**src/rtl/phsc_pkg.sv**
```systemverilog
package phsc_pkg;

  localparam int RAW_T_W    = 20;
  localparam int RAW_P_W    = 20;
  localparam int RAW_H_W    = 16;
  localparam int HUM_W      = 17;
  localparam int DIV_W      = 64;
  localparam int CFG_ADDR_W = 6;
  localparam int CFG_DATA_W = 64;
  localparam int IN_DATA_W  = 56;
  localparam int OUT_DATA_W = 120;

  // register indexes, paddr[5:3]
  localparam logic [2:0] REG_TEMP      = 3'd0;
  localparam logic [2:0] REG_PRESS_LOW = 3'd1;
  localparam logic [2:0] REG_PRESS_HI  = 3'd2;
  localparam logic [2:0] REG_PRESS_HUM = 3'd3;
  localparam logic [2:0] REG_HUM_REST  = 3'd4;

  // 100.00 %RH in Q22.10, shifted left by 12
  localparam logic signed [31:0] HUM_MAX = 32'sd419430400;

  typedef struct packed {
    logic [15:0] t1;
    logic [15:0] t2;
    logic [15:0] t3;
    logic [15:0] p1;
    logic [15:0] p2;
    logic [15:0] p3;
    logic [15:0] p4;
    logic [15:0] p5;
    logic [15:0] p6;
    logic [15:0] p7;
    logic [15:0] p8;
    logic [15:0] p9;
    logic [7:0]  h1;
    logic [15:0] h2;
    logic [7:0]  h3;
    logic [15:0] h4;
    logic [15:0] h5;
    logic [7:0]  h6;
  } coef_t;

  // results that ride alongside the pressure divider
  typedef struct packed {
    logic [31:0]      tc;
    logic [31:0]      tf;
    logic [HUM_W-1:0] hum;
    logic             dz;
  } side_t;

endpackage

```
**src/rtl/phsc_regs.sv**
```systemverilog
module phsc_regs (
  input  logic                                clk,
  input  logic                                rst,
  input  logic                                psel,
  input  logic                                penable,
  input  logic                                pwrite,
  input  logic [phsc_pkg::CFG_ADDR_W-1:0]     paddr,
  input  logic [phsc_pkg::CFG_DATA_W-1:0]     pwdata,
  output logic [phsc_pkg::CFG_DATA_W-1:0]     prdata,
  output logic                                pready,
  output phsc_pkg::coef_t                     coef
);

  logic [47:0] temp_coeffs;
  logic [63:0] press_coeffs_low;
  logic [63:0] press_coeffs_high;
  logic [47:0] press_last_hum_first;
  logic [39:0] hum_coeffs_rest;
  logic [2:0]  idx;
  logic        wr;

  assign idx    = paddr[5:3];
  assign pready = 1'b1;
  assign wr     = psel && penable && pwrite && pready;

  always_ff @(posedge clk) begin
    if (rst) begin
      temp_coeffs          <= '0;
      press_coeffs_low     <= '0;
      press_coeffs_high    <= '0;
      press_last_hum_first <= '0;
      hum_coeffs_rest      <= '0;
    end else if (wr) begin
      case (idx)
        phsc_pkg::REG_TEMP:      temp_coeffs          <= pwdata[47:0];
        phsc_pkg::REG_PRESS_LOW: press_coeffs_low     <= pwdata;
        phsc_pkg::REG_PRESS_HI:  press_coeffs_high    <= pwdata;
        phsc_pkg::REG_PRESS_HUM: press_last_hum_first <= pwdata[47:0];
        phsc_pkg::REG_HUM_REST:  hum_coeffs_rest      <= pwdata[39:0];
        default: ;
      endcase
    end
  end

  always_comb begin
    case (idx)
      phsc_pkg::REG_TEMP:      prdata = {16'd0, temp_coeffs};
      phsc_pkg::REG_PRESS_LOW: prdata = press_coeffs_low;
      phsc_pkg::REG_PRESS_HI:  prdata = press_coeffs_high;
      phsc_pkg::REG_PRESS_HUM: prdata = {16'd0, press_last_hum_first};
      phsc_pkg::REG_HUM_REST:  prdata = {24'd0, hum_coeffs_rest};
      default:                 prdata = '0;
    endcase
  end

  always_comb begin
    coef.t1 = temp_coeffs[15:0];
    coef.t2 = temp_coeffs[31:16];
    coef.t3 = temp_coeffs[47:32];
    coef.p1 = press_coeffs_low[15:0];
    coef.p2 = press_coeffs_low[31:16];
    coef.p3 = press_coeffs_low[47:32];
    coef.p4 = press_coeffs_low[63:48];
    coef.p5 = press_coeffs_high[15:0];
    coef.p6 = press_coeffs_high[31:16];
    coef.p7 = press_coeffs_high[47:32];
    coef.p8 = press_coeffs_high[63:48];
    coef.p9 = press_last_hum_first[15:0];
    coef.h1 = press_last_hum_first[23:16];
    coef.h2 = press_last_hum_first[39:24];
    coef.h3 = press_last_hum_first[47:40];
    coef.h4 = hum_coeffs_rest[15:0];
    coef.h5 = hum_coeffs_rest[31:16];
    coef.h6 = hum_coeffs_rest[39:32];
  end

endmodule

```
**config.mk**
```make
export PLATFORM = sky130hd
export DESIGN_NAME = phsc_regs
export DESIGN_NICKNAME = d
export VERILOG_FILES = /design/src/rtl/phsc_pkg.sv /design/src/rtl/phsc_regs.sv
export SDC_FILE = /design/constraint.sdc
export NUM_CORES = 1
export LEC_CHECK = 0
export BUFFER_PORTS_ARGS = -buffer_cell sky130_fd_sc_hd__buf_4
export CAP_MARGIN = 20
export CELL_PAD_IN_SITES_DETAIL_PLACEMENT = 0
export CELL_PAD_IN_SITES_GLOBAL_PLACEMENT = 1
export CORE_MARGIN = 10
export CORE_UTILIZATION = 38
export CTS_CLUSTER_SIZE = 10
export DETAILED_ROUTE_END_ITERATION = 10
export GPL_TIMING_DRIVEN = 0
export PLACE_DENSITY_LB_ADDON = 0.1
export SYNTH_ARGS = -nofsm -noshare
export SYNTH_HDL_FRONTEND = slang
export SYNTH_SLANG_ARGS = --single-unit
```
**constraint.sdc**
```tcl
create_clock -name clk -period 1.6 [get_ports clk]
set_input_delay 0.16 -clock clk [delete_from_list [all_inputs] [get_ports clk]]
set_output_delay 0.16 -clock clk [all_outputs]
set_load 0.05 [all_outputs]
```
Word-level counts from Yosys, hierarchy flattened
Index checks and enable logic that the tools add are counted. Widths: inputs -> output; s select.

Equal/unequal tests: 4. Reductions and logical operators: 8. Multiplexer cells: 1.

Operators with widths (number): $pmux 64 s5 (1); $reduce_and 2->1 (5); $eq 3x2->1 const B (2); $eq 3x1->1 const B (1); $eq 3x3->1 const B (1); $logic_not 3->1 (1); $logic_and 1x1->1 (2).

Output and inout bits: 329. Bits in registers: 264. Word-level logic and storage cells: 18. Input port bits: 75.

Longest topological paths before layout
Depth in word-level cells: 3. Gate-level depth with buffers: 6. Gate-level depth less buffers: 3.

Worst setup path after synthesis
No wires, ideal clock.

Kind: flip-flop to output port. From: register press_coeffs_high[40]. To: output port prdata[40] (netlist bit). Setup slack: -228 ps. Arrival: 1668 ps. Stages on the path, launching flop included: 3. Buffers on the path: 0. Required time: 1440 ps. Cell sequence: dfxtp_1 -> mux4_2 -> nor2b_1.

Cells in the longest elaborated chain, start to end: 1.

RTL lines: start, declared (RTL line phsc_regs.sv:16) `logic [63:0] press_coeffs_high;`; start signal, assigned (RTL line phsc_regs.sv:37) `phsc_pkg::REG_PRESS_HI: press_coeffs_high <= pwdata;`; $pmux 64 s5 (RTL line phsc_regs.sv:46) `case (idx)`; end, declared (RTL line phsc_regs.sv:9) `output logic [phsc_pkg::CFG_DATA_W-1:0] prdata,`.

No other way between the ends.

Worst setup path in the final report
From: register press_last_hum_first[46]. To: output port prdata[46] (netlist bit).

Cells in the longest elaborated chain, start to end: 1.

RTL lines: start, declared (RTL line phsc_regs.sv:17) `logic [47:0] press_last_hum_first;`; start signal, assigned (RTL line phsc_regs.sv:38) `phsc_pkg::REG_PRESS_HUM: press_last_hum_first <= pwdata[47:0];`; $pmux 64 s5 (RTL line phsc_regs.sv:46).

No other way between the ends.

==> summary.txt <==
Floorplan
  – Die span in y: 199 µm
  – Initial Util: 0.385
  – Total Die Area: 39400 µm²
  – Horizontal die dimension: 199 µm
  – Ports: 404
  – Core region area: 31500 µm²
  – Standard-cell rows: 65

Timing
  – Largest clock skew in the final design: 0 ns
  – RSZ-0062 raised after global routing: yes
  – F_max: 0.557 GHz
  – # setup viols final: 48
  – Final setup slack of the worst path: -0.196 ns
  – Count of pins over their slew limit: 0
  – Least-Margin Pin Slew: 0.822 ns
  – Post-route minimum period: 1.80 ns
  – Number of hold violations in the final report: 0
  – Final clock period utilization by the worst path: 1.12
  – Tightest slew margin relative to the limit: 0.452
  – Setup tns final: -6.57 ns

Clock network
  – TritonCTS buffer count: 31
  – Worst-skew pair later-pin latency: about 0.55 ns
  – Clock net sink count: 264
  – Clk Tree Root Cell: sky130_fd_sc_hd__clkbuf_16
  – CTS tree: built
  – Number of buffers between clock root and the deepest sink: 3
  – H-tree depth reported by CTS: 1
  – Clock slew at reported path FFs: 0.06 ns

Logic synthesis
  – Count leader, synth: sky130_fd_sc_hd__nand2b_1
  – Synth top area share: 0.436
  – Share of synthesized area occupied by flip-flops and latches: 0.436
  – Register bit count reported by yosys: 264
  – Area leader, netlist: sky130_fd_sc_hd__dfxtp_1
  – Simple-gate portion of the synthesized area: 0.182
  – Share of synthesized flip-flops with an asynchronous set or reset: 0
  – Post-synthesis instance total: ~1200
  – Post-synthesis compound-gate area fraction: 0.126
  – Synth Area in XOR/XNOR: 0
  – Proportion of synthesized area in mux cells: 0.213
  – Combinational family with the most area after synthesis: multiplexers
  – Main area contributors after synthesis: sky130_fd_sc_hd__dfxtp_1 44%, sky130_fd_sc_hd__mux2i_1 20%, sky130_fd_sc_hd__nand2b_1 14%
  – Main synth FF type: sky130_fd_sc_hd__dfxtp_1
  – Synthesized cell area: 12100 µm²
  – Leading post-synthesis cells by instance count: 266 x sky130_fd_sc_hd__nand2b_1, 264 x sky130_fd_sc_hd__dfxtp_1, 240 x sky130_fd_sc_hd__mux2i_1, 119 x sky130_fd_sc_hd__o21ai_0, 72 x sky130_fd_sc_hd__nor2b_1
  – Avg Synthesized Cell Area: ~10 µm²
  – Synth Area in Adders: 0
  – Count of distinct cell types in the synthesized netlist: 27
  – Number of synthesized flops with an enable pin: 0
  – Yosys warning total: 0
  – Synthesized net count: 1271

Run
  – Number of violations of the max-capacitance limit: 0

Global routing
  – Global route total overflow: 0
  – Global-route wire length before repair: 78700 µm
  – Maximum number of pins on one net before global-route repair: 16
  – Vias in the first global route: 11883
  – GRT Util Overall: 0.265
  – Number of antenna violations at the first check in global routing: 5

Power and ir drop
  – Total power consumption of the routed design: 14.6 mW
  – PwrDens: 782 nW/µm²
  – VDD IR max: between 0.0008 and 0.0009 V
  – Reported leakage power: 8.87 nW

Place
  – RePlAce Congestion: around 0.80
  – DP Wirelength: 37700 µm
  – Worst slack at placement: -0.911 ns
  – Port Buffers: about 400

Cells and area
  – Net total in the final layout: 1856
  – Share of the core filled with cells: 0.593
  – Share of cells above drive strength 1: 0.422
  – Layout overhead on the synthesized area: 53.9%

Worst setup path
  – CP startpoint kind: flip-flop
  – Maximum fanout along the worst path: 2
  – Kind of end point of the critical path: output pin
  – Data required time at the worst endpoint: 1.44 ns
  – CP arrival: 1.64 ns
  – Setup Crit Path Kind: reg -> out

Route
  – Post-route ant nets: 0
  – Routed length per placed instance: 25.0 µm
  – Avg Vias per Cell: ~5.2
  – DRC: 0
  – Detailed-router iteration count before antenna repair: 5
  – Iter 0 DRT Violations: 692
  – Total wirelength of the detailed-routed design: 54900 µm
  – Total number of vias: 11525

Outcome
  – Violations in the final reports: setup timing
  – Run status: finished, violations left

Hold path
  – Class of the most critical hold timing path: in -> reg
-- sequential cells by signal, summed over array words and instances (netlist names) --
register and count:
press_last_hum_first 48, hum_coeffs_rest 40, temp_coeffs 48, press_coeffs_high 64, press_coeffs_low 64
-- kinds of logic after synthesis --
kind of cell / after synthesis
other cells: 1
buf+inv: 109
mux: 248
simple gates: 350
compound gates: 224
flops: 264
-- final cells by class --
type	count	area, µm²
Antenna cell	5	12.5
Buffer	108	724
Clock buffer	43	861
Clock inverter	1	8.76
Fill cell	2870	12800
Multi-Input combinational cell	823	6480
Sequential cell	264	5420
Tap cell	402	503
Timing Repair Buffer	553	4640
-- layout by cell type (no fill, tap or decap), types with 9 or more instances in the layout --
master / n
sky130_fd_sc_hd__o21ai_0: 119
sky130_fd_sc_hd__dfxtp_2: 102
sky130_fd_sc_hd__dlygate4sd3_1: 62
sky130_fd_sc_hd__clkbuf_1: 62
sky130_fd_sc_hd__buf_4: 460
sky130_fd_sc_hd__nor2b_1: 64
sky130_fd_sc_hd__buf_6: 17
sky130_fd_sc_hd__a22o_2: 10
sky130_fd_sc_hd__buf_2: 12
sky130_fd_sc_hd__clkbuf_16: 31
sky130_fd_sc_hd__dfxtp_1: 161
sky130_fd_sc_hd__o21ai_1: 9
sky130_fd_sc_hd__nand2b_1: 266
sky130_fd_sc_hd__buf_8: 44
sky130_fd_sc_hd__a221o_2: 40
sky130_fd_sc_hd__o2bb2ai_1: 39
sky130_fd_sc_hd__mux2i_1: 240
-- critical path, stage by stage (launching register included) --
cell and delay [ns]:
sky130_fd_sc_hd__dfxtp_2 0.33, sky130_fd_sc_hd__mux4_2 0.46, sky130_fd_sc_hd__nor2b_4 0.14, sky130_fd_sc_hd__buf_6 0.15
-- path summary, 6_finish.rpt --
path | startpoint | to | slack (ns) | cells past startpoint
max | press_last_hum_first[46]$_SDFFE_PP0P_ | prdata[46] | -0.20 | 3
min | pwdata[28] | hum_coeffs_rest[28]$_SDFFE_PP0P_ | 0.05 | 3
max reg2reg | press_coeffs_low[25]$_SDFFE_PP0P_ | press_coeffs_low[25]$_SDFFE_PP0P_ | 0.69 | 4
min reg2reg | temp_coeffs[41]$_SDFFE_PP0P_ | temp_coeffs[41]$_SDFFE_PP0P_ | 0.49 | 2
-- metrics by stage --
stage | hold slack [ns] | cells | instance area [µm²]
2_1_floorplan | 0.327 | 1196 | 12200
3_3_place_gp | 0.432 | 1995 | 15700
3_5_place_dp | 0.441 | 1995 | 15700
4_1_cts | 0.00683 | 2193 | 18600
5_1_grt | 0.0426 | 2199 | 18700
6_report | 0.0510 | 2199 | 18700
-- what timing repair did --
item                                    CTS  global route
pin swaps                                40             4
gates cloned                              0             0
hold buffers                             62             0
endpoints found under the setup margin   64            68
buffers inserted                         92             2
endpoints found under the hold margin   215             0
resized for setup                       268            28
-- power by group --
part,switching [mW],internal (mW)
sequential,0.0378,6.62
combinational,0.933,0.627
clock,2.71,3.66
-- routing by layer --
metal  part of all wire  track usage  up-vias
met2               0.47        0.433      387
met3              0.079       0.0752       91
met4              0.032       0.0780        0
li1                   -            -     5375
met5                  0            0        -
met1               0.42        0.331     5672
Note: power is estimated with default switching activity, not from simulation.
